**config.mk**
```make
export PLATFORM = sky130hd
export DESIGN_NAME = lav_front
export DESIGN_NICKNAME = d
export VERILOG_FILES = /design/src/rtl/core/lav_pkg.sv /design/src/rtl/core/lav_front.sv
export SDC_FILE = /design/constraint.sdc
export NUM_CORES = 1
export LEC_CHECK = 0
export BUFFER_PORTS_ARGS = -buffer_cell sky130_fd_sc_hd__buf_2
export CAP_MARGIN = 20
export CELL_PAD_IN_SITES_DETAIL_PLACEMENT = 1
export CELL_PAD_IN_SITES_GLOBAL_PLACEMENT = 1
export CORE_AREA = 2 2 231 233
export DETAILED_ROUTE_END_ITERATION = 12
export DIE_AREA = 0 0 233 235
export GPL_ROUTABILITY_DRIVEN = 0
export PLACE_DENSITY_LB_ADDON = 0.3
export SYNTH_ARGS = -nofsm -noshare
export SYNTH_HDL_FRONTEND = slang
export SYNTH_SLANG_ARGS = --single-unit
```
**constraint.sdc**
```tcl
create_clock -name clk -period 14.15 [get_ports clk]
set_input_delay 2.83 -clock clk [delete_from_list [all_inputs] [get_ports clk]]
set_output_delay 2.83 -clock clk [all_outputs]
set_load 0.005 [all_outputs]
```
**src/rtl/core/lav_pkg.sv**
```systemverilog
// Shared types and constants of the look-at view matrix core.
// No dependencies; every other file of the core imports this package.
package lav_pkg;

	localparam int COORD_W   = 32;
	localparam int DIR_W     = COORD_W + 1;
	localparam int CROSS_W   = 64;
	localparam int AXIS_W    = 32;
	localparam int AXIS_FRAC = 30;

	// Normalizer: 6 setup stages, 31 square root steps, 1 numerator stage,
	// 31 divide steps and 1 sign stage.
	localparam int NORM_LAT  = 70;

	localparam int QDEPTH    = 4;

	typedef struct packed {
		logic signed [31:0] eye_x;
		logic signed [31:0] eye_y;
		logic signed [31:0] eye_z;
		logic signed [31:0] look_x;
		logic signed [31:0] look_y;
		logic signed [31:0] look_z;
		logic signed [31:0] upvec_x;
		logic signed [31:0] upvec_y;
		logic signed [31:0] upvec_z;
	} lav_in_t;

	typedef struct packed {
		logic signed [31:0] right_x;
		logic signed [31:0] right_y;
		logic signed [31:0] right_z;
		logic signed [31:0] cam_up_x;
		logic signed [31:0] cam_up_y;
		logic signed [31:0] cam_up_z;
		logic signed [31:0] forward_x;
		logic signed [31:0] forward_y;
		logic signed [31:0] forward_z;
		logic signed [31:0] shift_x;
		logic signed [31:0] shift_y;
		logic signed [31:0] shift_z;
	} lav_res_t;

	// Item handed from the front end to the back end.
	typedef struct packed {
		logic [2:0][COORD_W-1:0] eye;
		logic [2:0][COORD_W-1:0] up;
		logic [2:0][DIR_W-1:0]   dir;
		logic                    dir_zero;
	} lav_item_t;

	typedef struct packed {
		logic [2:0][COORD_W-1:0] eye;
		logic [2:0][COORD_W-1:0] up;
		logic                    kill;
	} lav_side_a_t;

	typedef struct packed {
		logic [2:0][COORD_W-1:0] eye;
		logic [2:0][AXIS_W-1:0]  fwd;
		logic                    kill;
	} lav_side_b_t;

	// Number of significant bits of an 8-bit value.
	function automatic logic [3:0] bitlen8(input logic [7:0] x);
		logic [3:0] r;
		r = 4'd0;
		for (int i = 0; i < 8; i++) begin
			if (x[i]) begin
				r = 4'(i + 1);
			end
		end
		return r;
	endfunction

endpackage

```
**src/rtl/core/lav_front.sv**
```systemverilog
// Front end: takes camera beats, forms the view direction and flags a
// zero direction, then hands the item to the queue. Depends on lav_pkg.
module lav_front
	import lav_pkg::*;
(
	input  logic      clk,
	input  logic      arst_n,
	input  logic      push,
	output logic      full,
	input  lav_in_t   item,
	input  logic      q_full,
	output logic      q_wr,
	output lav_item_t q_data
);

	lav_item_t  f_s1;
	logic       fv_s1;
	logic       adv;
	lav_item_t  f_c;

	assign adv    = !fv_s1 || !q_full;
	assign full   = !adv;
	assign q_wr   = fv_s1;
	assign q_data = f_s1;

	always_comb begin
		f_c.eye[0] = item.eye_x;
		f_c.eye[1] = item.eye_y;
		f_c.eye[2] = item.eye_z;
		f_c.up[0]  = item.upvec_x;
		f_c.up[1]  = item.upvec_y;
		f_c.up[2]  = item.upvec_z;
		f_c.dir[0] = DIR_W'(item.look_x) - DIR_W'(item.eye_x);
		f_c.dir[1] = DIR_W'(item.look_y) - DIR_W'(item.eye_y);
		f_c.dir[2] = DIR_W'(item.look_z) - DIR_W'(item.eye_z);
		f_c.dir_zero = (item.look_x == item.eye_x) && (item.look_y == item.eye_y)
			&& (item.look_z == item.eye_z);
	end

	always_ff @(posedge clk) begin
		if (adv) begin
			f_s1 <= f_c;
		end
	end

	always_ff @(posedge clk or negedge arst_n) begin
		if (!arst_n) begin
			fv_s1 <= 1'b0;
		end else if (adv) begin
			fv_s1 <= push;
		end
	end

endmodule

```
* After elaboration in Yosys (flattened, before gate mapping)
Cells that the tools add are included. Widths: inputs -> output; s select.
Storage, ports and cells: register bits after elaboration 293, word-level logic and storage cells 23, bits of input ports 292
Operators by class: equal/unequal tests 3, $add $sub $neg 3, reductions and logical operators 6
Operators with widths (count):
- $sub 32x32->33 | 3
- $eq 32x32->1 | 3
- $logic_not 1->1 | 3
- $logic_and 1x1->1 | 2
- $logic_or 1x1->1 | 1

* Logic depth before layout (Yosys ltp)
depth after elaboration 3, depth in mapped cells 12, depth with buffers taken out 12

* Least setup slack after synthesis
OpenSTA, ideal clock, no wires.
path kind input to output, start point input port q_full, end point output port full, buffers on the path 0, arrival 9.349 ns, data required time 11.320 ns, stages 2, path slack 1.971 ns, cell sequence nand2_1 inv_1
Between the ends: longest elaborated chain between the ends 3
RTL lines:
- start: declaration | RTL line lav_front.sv:11 | input logic q_full,
- $logic_not 1->1 | RTL line lav_front.sv:21 | assign adv = !fv_s1 || !q_full;
- $logic_or 1x1->1 | RTL line lav_front.sv:21
- $logic_not 1->1 | RTL line lav_front.sv:22 | assign full = !adv;
- end: declaration | RTL line lav_front.sv:9 | output logic full,
Every way passes these cells.

* Worst setup path in the final report
Same ends and word-level chain as after synthesis.

==> results_dict.tcl <==
set metrics [dict create \
    die-area_mm2 0.0548 \
    slowest_stage "nand2_4" \
    pin_count 586 \
    synth_area_per_cell_um2 12.6 \
    synthMuxAreaShare 0.000701 \
    yosys.area_share.adder 0.0884 \
    cts_buffers 37 \
    max_stage_delay_ns 0.48 \
    grt_max_degree 71 \
    row_count 84 \
    hold_path_depth 1 \
    slew_headroom 0.315 \
    io_buffers 585 \
    cts.sinks 293 \
    fin_ws_ns 7.64 \
    htree_levels 2 \
    core_mm2 0.0522 \
    grt_pass1_vias 12100 \
    nNetsFinal 2134 \
    max_slew.worst_pin.slew_ns 1.03 \
    track_usage 0.184 \
    start_util 0.273 \
    min_from "q_wr" \
    final_common_cell "buf_2" \
    post-cts-setup-buffers 0 \
    cts-root-buf "clkbuf_16" \
    synth_nets 1524 \
    die_h_um 235 \
    grt_pass1_wl_um 75500 \
    ys_types 66 \
    worstSetupStartpointType "input pin" \
    finalCritPeriodShare 0.460 \
    synth_enable_flop_cells 292 \
    status "completed" \
    setup-tns-final_ns 0 \
    final.min_clock_period_ns 6.51 \
    leakage_nw 8.74 \
    wl_per_cell_um 21.1 \
    die_w_um 233 \
    crit_arrival_ns 3.68 \
    clk_latency_ns 0.56 \
    postSynth.asyncResetShare 0.00341 \
    r2r_start "q_wr" \
    vias 11300 \
    crit_path_end_kind "output pin" \
    crit_chain "buf_2 -> nand2_4 -> inv_1 -> buf_2" \
    ys_seq_elements 293 \
    clockBufferDepth 3 \
    r2r_cells 4 \
    synth-main-ff-cell "edfxtp_1" \
    ys_seq_area_frac 0.616 \
    yosysWarnings 0 \
    clk_pin_slew_worst_paths_ns 0.06 \
    hpwl_um 42400 \
    path_class "input pin to output pin" \
    crit_buf_inv 3 \
    r2r_end "q_data[230]" \
    drive_gt1_frac 0.369 \
    antenna_found_initial 12 \
    worstPathRequired_ns 11.32 \
    postCtsHoldBufs 0 \
    cp_common_cell "buf_2" \
    fmax_mhz 154 \
    ir_drop_mv 0.0890 \
    area_delta_synth_final_pct 34.6 \
    overflow 0 \
    drc 0 \
    drtIter0Drc 431 \
    crit_family "simple AND/OR/NAND/NOR gates" \
    vias_per_cell 4.59 \
    power_density_mw_per_mm2 131 \
    cts_resized 0 \
    drv_slew 0 \
    hp-class "register to register" \
    ant_nets 0 \
    hold_viol_final 0 \
    place_ws_ns 7.61 \
    synth-xor-area-share 0.0534 \
    layout_common_cells "585 x buf_2, 292 x edfxtp_1, 129 x inv_1" \
    syn_area_mm2 0.0143 \
    cp_max_fo 49 \
    dr.pass1.iters 5 \
    synth_compound_area_frac 0.124 \
    setup_violations 0 \
    wl_um 52000 \
    synth_top_family_by_area "compound AO/OA/AOI/OAI gates" \
    r2r_slack_ns 10.32 \
    holdPathEnd "q_data[138]" \
    fin_skew_ns 0.0236 \
    cts_tree "done" \
    synthCells 1133 \
    synthSimpleGateAreaFrac 0.0778 \
    rsz0062_at_grt "no" \
    maxCapViolations 0 \
]
## power breakdown
group | internal, mW | total (mW) | switching [mW]
sequential | 1.08 | 1.10 | 0.0249
combinational | 0.197 | 0.473 | 0.276
clock | 0.550 | 0.942 | 0.392
## metal layers
| metal | vias to the layer above | GRT usage | routed length [um] |
|---|---|---|---|
| li1 | 5378 | - | - |
| met1 | 5462 | 0.201 | 19400 |
| met2 | 389 | 0.343 | 27200 |
| met3 | 70 | 0.0555 | 4210 |
| met4 | 6 | 0.0477 | 1080 |
| met5 | - | 0 | 39 |
## state kept, by name (all words and copies together), names as in the netlist
register / count
q_wr: 1
q_data: 292
## cell usage after synthesis (all sizes together), types with 2 or more instances
cell	number	area share
o21a	10	0.0053
clkbuf	18	0.0054
edfxtp	292	0.61
a221oi	3	0.0018
a311oi	2	0.0012
and2	3	0.0014
or4	2	0.0011
and3	8	0.0036
nand2b	13	0.0057
ha	96	0.084
nor4	5	0.0022
a2111oi	4	0.0038
xor2	30	0.018
inv	129	0.034
o311ai	2	0.0018
o21ai	56	0.020
nand4	17	0.0075
a21oi	90	0.032
o22ai	2	0.00088
nand3	20	0.0070
o21bai	14	0.0074
nor2b	11	0.0048
a21o	44	0.023
nor2	56	0.015
nor3	12	0.0042
nor3b	2	0.0011
nand2	74	0.019
xnor2	57	0.035
o31ai	5	0.0026
o2111ai	3	0.0023
a31oi	7	0.0035
a211o	2	0.0012
o211ai	6	0.0032
a211oi	4	0.0021
a21boi	6	0.0032
or3	4	0.0018
fa	3	0.0042
a311o	2	0.0014
## kinds of logic (layout without fill, tap and decap cells)
logic type                 Yosys count  count (layout)
muxes                                1               1
adders and majority gates           99              99
and+or+nand+nor                    232             232
DFF                                293             293
xor gates and xnor gates            87              87
other                                0               4
buffers and inverters              148             786
AOI/OAI and AO/OA                  273             273
## final cells by class
type	count	area (um2)
fill	5954	33000
sequential	293	8790
multi-input combinational	692	4920
timing repair buffer	590	2970
clock buffer	45	977
tap	688	861
inverter	129	484
clock inverter	22	213
antenna	4	10.0
## worst max path at each step
stage | start | end | slack [ns] | cells past startpoint
floorplan | q_full | full | 1.97 | 2
global placement | q_full | full | 7.64 | 4
detailed placement | q_full | full | 7.61 | 4
CTS | q_full | full | 7.61 | 4
global route | q_full | full | 7.56 | 4
finish | q_full | full | 7.64 | 4
## metrics by stage
step | instances | area [um2] | total power, mW | utilization | hold WS [ns]
after global routing | 2461 | 19200 | 2.63 | 0.368 | 1.28
after global placement | 2392 | 18000 | 1.59 | 0.345 | 1.19
final | 2463 | 19200 | 2.52 | 0.368 | 1.21
after floorplan | 1133 | 14300 | 1.37 | - | 2.53
after detailed placement | 2392 | 18000 | 1.60 | 0.345 | 1.23
after CTS | 2459 | 19200 | 2.56 | 0.368 | 1.26
No activity file was read; power rests on OpenSTA's default activity.
