File: src/rtl/core/lav_pkg.sv
// Shared types and constants of the look-at view matrix core.
// No dependencies; every other file of the core imports this package.
package lav_pkg;

	localparam int COORD_W   = 32;
	localparam int DIR_W     = COORD_W + 1;
	localparam int CROSS_W   = 64;
	localparam int AXIS_W    = 32;
	localparam int AXIS_FRAC = 30;

	// Normalizer: 6 setup stages, 31 square root steps, 1 numerator stage,
	// 31 divide steps and 1 sign stage.
	localparam int NORM_LAT  = 70;

	localparam int QDEPTH    = 4;

	typedef struct packed {
		logic signed [31:0] eye_x;
		logic signed [31:0] eye_y;
		logic signed [31:0] eye_z;
		logic signed [31:0] look_x;
		logic signed [31:0] look_y;
		logic signed [31:0] look_z;
		logic signed [31:0] upvec_x;
		logic signed [31:0] upvec_y;
		logic signed [31:0] upvec_z;
	} lav_in_t;

	typedef struct packed {
		logic signed [31:0] right_x;
		logic signed [31:0] right_y;
		logic signed [31:0] right_z;
		logic signed [31:0] cam_up_x;
		logic signed [31:0] cam_up_y;
		logic signed [31:0] cam_up_z;
		logic signed [31:0] forward_x;
		logic signed [31:0] forward_y;
		logic signed [31:0] forward_z;
		logic signed [31:0] shift_x;
		logic signed [31:0] shift_y;
		logic signed [31:0] shift_z;
	} lav_res_t;

	// Item handed from the front end to the back end.
	typedef struct packed {
		logic [2:0][COORD_W-1:0] eye;
		logic [2:0][COORD_W-1:0] up;
		logic [2:0][DIR_W-1:0]   dir;
		logic                    dir_zero;
	} lav_item_t;

	typedef struct packed {
		logic [2:0][COORD_W-1:0] eye;
		logic [2:0][COORD_W-1:0] up;
		logic                    kill;
	} lav_side_a_t;

	typedef struct packed {
		logic [2:0][COORD_W-1:0] eye;
		logic [2:0][AXIS_W-1:0]  fwd;
		logic                    kill;
	} lav_side_b_t;

	// Number of significant bits of an 8-bit value.
	function automatic logic [3:0] bitlen8(input logic [7:0] x);
		logic [3:0] r;
		r = 4'd0;
		for (int i = 0; i < 8; i++) begin
			if (x[i]) begin
				r = 4'(i + 1);
			end
		end
		return r;
	endfunction

endpackage

File: src/rtl/core/lav_fifo.sv
// Four-entry queue between the front end and the back end.
// Depends on lav_pkg for the item type and the depth.
module lav_fifo
	import lav_pkg::*;
(
	input  logic      clk,
	input  logic      arst_n,
	input  logic      wr,
	input  lav_item_t wdata,
	output logic      full,
	input  logic      rd,
	output lav_item_t rdata,
	output logic      empty
);

	localparam int PTR_W = $clog2(QDEPTH);

	lav_item_t        mem_q [QDEPTH];
	logic [PTR_W-1:0] wp_q;
	logic [PTR_W-1:0] rp_q;
	logic [PTR_W:0]   cnt_q;
	logic             do_wr;
	logic             do_rd;

	assign full  = (cnt_q == (PTR_W + 1)'(QDEPTH));
	assign empty = (cnt_q == '0);
	assign do_wr = wr && !full;
	assign do_rd = rd && !empty;
	assign rdata = mem_q[rp_q];

	always_ff @(posedge clk) begin
		if (do_wr) begin
			mem_q[wp_q] <= wdata;
		end
	end

	always_ff @(posedge clk or negedge arst_n) begin
		if (!arst_n) begin
			wp_q  <= '0;
			rp_q  <= '0;
			cnt_q <= '0;
		end else begin
			if (do_wr) begin
				wp_q <= wp_q + 1'b1;
			end
			if (do_rd) begin
				rp_q <= rp_q + 1'b1;
			end
			case ({do_wr, do_rd})
				2'b10:   cnt_q <= cnt_q + 1'b1;
				2'b01:   cnt_q <= cnt_q - 1'b1;
				default: cnt_q <= cnt_q;
			endcase
		end
	end

endmodule

File: config.mk
export PLATFORM = sky130hd
export DESIGN_NAME = lav_fifo
export DESIGN_NICKNAME = d
export VERILOG_FILES = /design/src/rtl/core/lav_pkg.sv /design/src/rtl/core/lav_fifo.sv
export SDC_FILE = /design/constraint.sdc
export NUM_CORES = 1
export LEC_CHECK = 0
export CORE_MARGIN = 2
export CORE_UTILIZATION = 42
export CTS_BUF_LIST = sky130_fd_sc_hd__clkbuf_16
export CTS_CLUSTER_DIAMETER = 100
export DETAILED_ROUTE_END_ITERATION = 16
export DONT_BUFFER_PORTS = 1
export PLACE_DENSITY = 0.68
export SLEW_MARGIN = 20
export SYNTH_ARGS = -nofsm -noshare
export SYNTH_HDL_FRONTEND = slang
export SYNTH_SLANG_ARGS = --single-unit
File: constraint.sdc
create_clock -name clk -period 19.45 [get_ports clk]
set_input_delay 0.9725 -clock clk [delete_from_list [all_inputs] [get_ports clk]]
set_output_delay 0.9725 -clock clk [all_outputs]
set_load 0.1 [all_outputs]
== Word-level counts from Yosys, hierarchy flattened ==
Memory sizes are Yosys's and may differ from the RTL's.
Index checks and enable logic that the tools add are counted.
Word-level totals
  memory bits (writable): 1168
  ROM bits: 0
  bits in latches: 0
  output and inout bits: 294
  register bits: 7
  input port bits: 296
  memories kept: 1
  word-level logic and storage cells: 20
Memories
  mem_q: words 4, width 292, rd ports 1, clocked after Yosys merged registers in 0, wr ports 1, line lav_fifo.sv:18  | lav_item_t mem_q [QDEPTH];
Operators by class
  muxes and demuxes: 3
  eq/ne operators: 3
  bitwise logic cells: 0
  reductions and logical operators: 6
  multiply operators: 0
  magnitude comparators: 0
  shift-type cells: 0
  divide/modulo/power cells: 0
  add/sub/neg operators: 4
Operator list (number)
  $pmux 3 s2: 1
  $add 2x1->2 const B: 2
  $add 3x1->3 const B: 1
  $eq 3x3->1 const B: 1
  $logic_not 3->1: 1
  $sub 3x1->3 const B: 1
  $eq 2x1->1 const B: 1
  $eq 2x2->1 const B: 1
  $logic_and 1x1->1: 2
  $logic_not 1->1: 2
  $mux 1: 2
  $reduce_bool 2->1: 1

== Logic depth before layout (Yosys ltp) ==
  depth after elaboration: 5
  depth in mapped cells: 9
  mapped depth without buffers: 9

== Least setup slack after synthesis ==
No wires, ideal clock.
  path type: register to register
  start point: register cnt_q[2]
  end point: memory mem_q[0][0] in the netlist's numbering, enable pin
  setup slack: 10.774 ns
  period minus slack after synthesis: 8.676 ns
  setup time: 0.691 ns
  stages on the path, launching flop included: 4
  buffers on the path: 0
  data arrival time: 7.985 ns
  data required time: 18.759 ns
  path through: dfrtp_1 -> nor3b_1 -> nor2b_1 -> and2_1
On the way
  cells in the longest elaborated chain, start to end: 5
Ends and longest elaborated chain
  start: declaration: line lav_fifo.sv:21  | logic [PTR_W:0] cnt_q;
  start signal: assignment: line lav_fifo.sv:50  | 2'b10: cnt_q <= cnt_q + 1'b1;
  start signal: assignment: line lav_fifo.sv:51  | 2'b01: cnt_q <= cnt_q - 1'b1;
  start signal: assignment: line lav_fifo.sv:52  | default: cnt_q <= cnt_q;
  $eq 3x3->1: line lav_fifo.sv:25  | assign full = (cnt_q == (PTR_W + 1)'(QDEPTH));
  named net full: line lav_fifo.sv:10  | output logic full,
  $logic_not 1->1: line lav_fifo.sv:27  | assign do_wr = wr && !full;
  $logic_and 1x1->1: line lav_fifo.sv:27
  $mux 1: line lav_fifo.sv:32  | if (do_wr) begin
  $mux 1 (not written as such): line lav_fifo.sv:33  | mem_q[wp_q] <= wdata;
  end: declaration: line lav_fifo.sv:18
The timed path passes the listed nets, and every way through them passes these cells.

==> flow_summary.toml <==
[clock_tree]
post_cts_resized = 0
cts_buffer_depth = 3
cts.sinks = 1175
root_buffer = "clkbuf_16"
htreeDepth = 3
clk_pin_slew_ps = 60
clk_latency_ps = 690
tritoncts = "yes"
cts_buffers = 113

[critical_path]
reg2reg_from = "cnt_q[2]$_DFFE_PN0P_"
worstPathCellList = "buf_12 -> buf_4 -> mux4_1"
reg2reg_depth = 5
cp_top_family = "buffers and inverters"
crit_fanout = 110
crit_type = "reg -> out"
worstPathArrival_ps = 4470
reg2reg_slack_ps = 15520
start_kind = "register"
r2r_end = "mem_q[3][182]$_DFFE_PP_"
end_kind = "output pin"
slowest_stage = "mux4_1"
crit_required_ps = 18480
slowest_delay_ps = 1140
path_buf_inv = 2

[timing]
layout_min_cycle_time_ps = 5440
skew_ps = 29.0
relSlewSlack_pct = 22.4
rsz0062_at_grt = "false"
holdWs_ps = 365
fmax_ghz = 0.184
setup_viol = 0
final-hold-violation-count = 0
post-route-period-util_pct = 28.0
finalMaxSlewViolations = 0
tightest_slew_ps = 1160
tns_ps = 0

[drt]
routed_via_density = 5.45
detail-route-antenna-nets = 0
drc = 0
drt_pre_antenna_iters = 5
wirelength_mm = 83.0
wl_per_cell_um = 26.9
vias = 16800
drt_iter0_markers = 1090

[synth]
synth.yosys.warnings = 0
netlist_area_sq_um = 43100
synth_nets = 1865
avgSynthCellArea_sq_um = 27.6
synth_cell_types = 22
synthCells = 1563
synth_seq_cells = 1175
ys_seq_area_share_pct = 81.8

[layout]
n_fill_cell = 8036
instances_no_fill = 3089
drive_gt1_share_pct = 19.5
fin_area_sq_um = 48000
nNetsFinal = 1938
syn_to_final_growth_pct = 11.4

[placement]
dp_cells = 2888
dp_hpwl_mm = 50.2
placed_area_sq_um = 44600
port_buffers = 0
place.gp.congestion = 0.740

[global_routing]
grt_start_max_net_pins = 140
grt_use_total_pct = 15.5
antenna_found_initial = 2
grt_pass1_vias = 17700
grt_overflow = 0
grt_pass1_wl_mm = 120

[floorplan]
die-area_sq_um = 105000
ios = 590
core_sq_um = 102000
start_util_pct = 42.4
die_w_um = 324
rows = 117
fp.dieH_um = 324

[worst_hold_path]
whs_path_depth = 0
hold_path.class = "in -> reg"
min_to = "mem_q[2][49]$_DFFE_PP_"
hp-start = "wdata[49]"

[outcome]
status = "completed"

[flow_run]
drv_cap = 0
## cell usage after synthesis
master	number	area, sq um
clkbuf_1	4	15.0
mux2_2	1	11.3
ha_1	5	62.6
nor2_1	1	3.75
nor3_1	1	5.00
nor3b_1	1	7.51
dfrtp_1	7	175
mux4_1	139	3650
xnor2_1	3	26.3
buf_2	32	160
mux2i_1	1	10.0
mux4_2	153	3450
o31a_1	1	8.76
nand2_1	1	3.75
xor2_1	3	26.3
and2_1	4	25.0
fa_1	1	20.0
nor2b_1	1	6.26
buf_8	3	45.0
buf_6	27	304
inv_1	6	22.5
edfxtp_1	1168	35100
## state kept, by name, indices dropped and copies added (netlist names)
signal,cells
mem_q,1168
wp_q,2
cnt_q,3
rp_q,2
## logic make-up (layout without fill, tap and decap cells)
family,count (synthesis),count (layout),synth area share [%]
AND/OR/NAND/NOR,9,9,0.119
flip-flops,1175,1175,81.8
adder cells (fa/ha/maj),6,6,0.192
XOR/XNOR,6,6,0.122
other,0,2,0
buffers and inverters,72,228,1.27
multiplexers,294,294,16.5
AO/OA/AOI/OAI,1,1,0.0203
## per-stage QoR
| step | utilization, % | worst slack [ps] |
|---|---|---|
| 2_1_floorplan | - | 10770 |
| 5_1_grt | 47.2 | 13600 |
| 3_3_place_gp | 43.8 | 14530 |
| 4_1_cts | 47.2 | 13720 |
| 3_5_place_dp | 43.8 | 14490 |
| 6_report | 47.2 | 14010 |
## worst max-delay path by stage
stage	slack [ps]	depth (start not counted)	from	to
2_1_floorplan	10770	3	cnt_q[2]$_DFFE_PN0P_	mem_q[0][0]$_DFFE_PP_
3_3_place_gp	14530	3	rp_q[0]$_DFFE_PN0P_	rdata[37]
3_5_place_dp	14490	3	rp_q[0]$_DFFE_PN0P_	rdata[40]
4_1_cts	13720	3	rp_q[0]$_DFFE_PN0P_	rdata[49]
5_1_grt	13600	3	rp_q[0]$_DFFE_PN0P_	rdata[49]
6_report	14010	3	rp_q[0]$_DFFE_PN0P_	rdata[49]
## repair_timing
action,4_1_cts,5_1_grt
hold buffers,1,0
hold endpoints to repair,7,0
buffers inserted,0,0
endpoints found under the setup margin,0,0
## cells in the final DEF (no fill, tap or decap), types with 2 or more instances in the layout
master / instances
clkinvlp_4: 3
bufinv_16: 4
inv_1: 23
and2_4: 4
buf_12: 5
mux4_1: 139
dfrtp_4: 2
xnor2_1: 3
clkinv_1: 31
xor2_1: 3
inv_16: 3
dfrtp_1: 5
clkinv_2: 18
diode_2: 2
ha_1: 5
clkbuf_16: 116
inv_6: 4
mux4_2: 153
buf_4: 16
edfxtp_1: 1168
## per-layer routing
metal / up-vias / track usage, % / wire, um
met5: - / 0 / 0
met4: 0 / 5.90 / 2290
met3: 124 / 7.00 / 8730
met2: 611 / 26.2 / 43000
met1: 9011 / 17.2 / 29000
li1: 7097 / - / -
## area by class of cell
type                       instances  area, sq um  area share (%)
sequential                      1175        35300            73.4
multi-input combinational        316         7330            15.3
clock buffer                     114         2850            5.94
tap                             1368         1710            3.56
clock inverter                    84          574            1.20
timing repair buffer              24          280           0.583
inverter                           6         22.5          0.0469
antenna                            2         5.00          0.0104
Power is left out: the tool's default activity adds up to more than one toggle a clock period on the data nets, which glitch-free logic cannot reach.
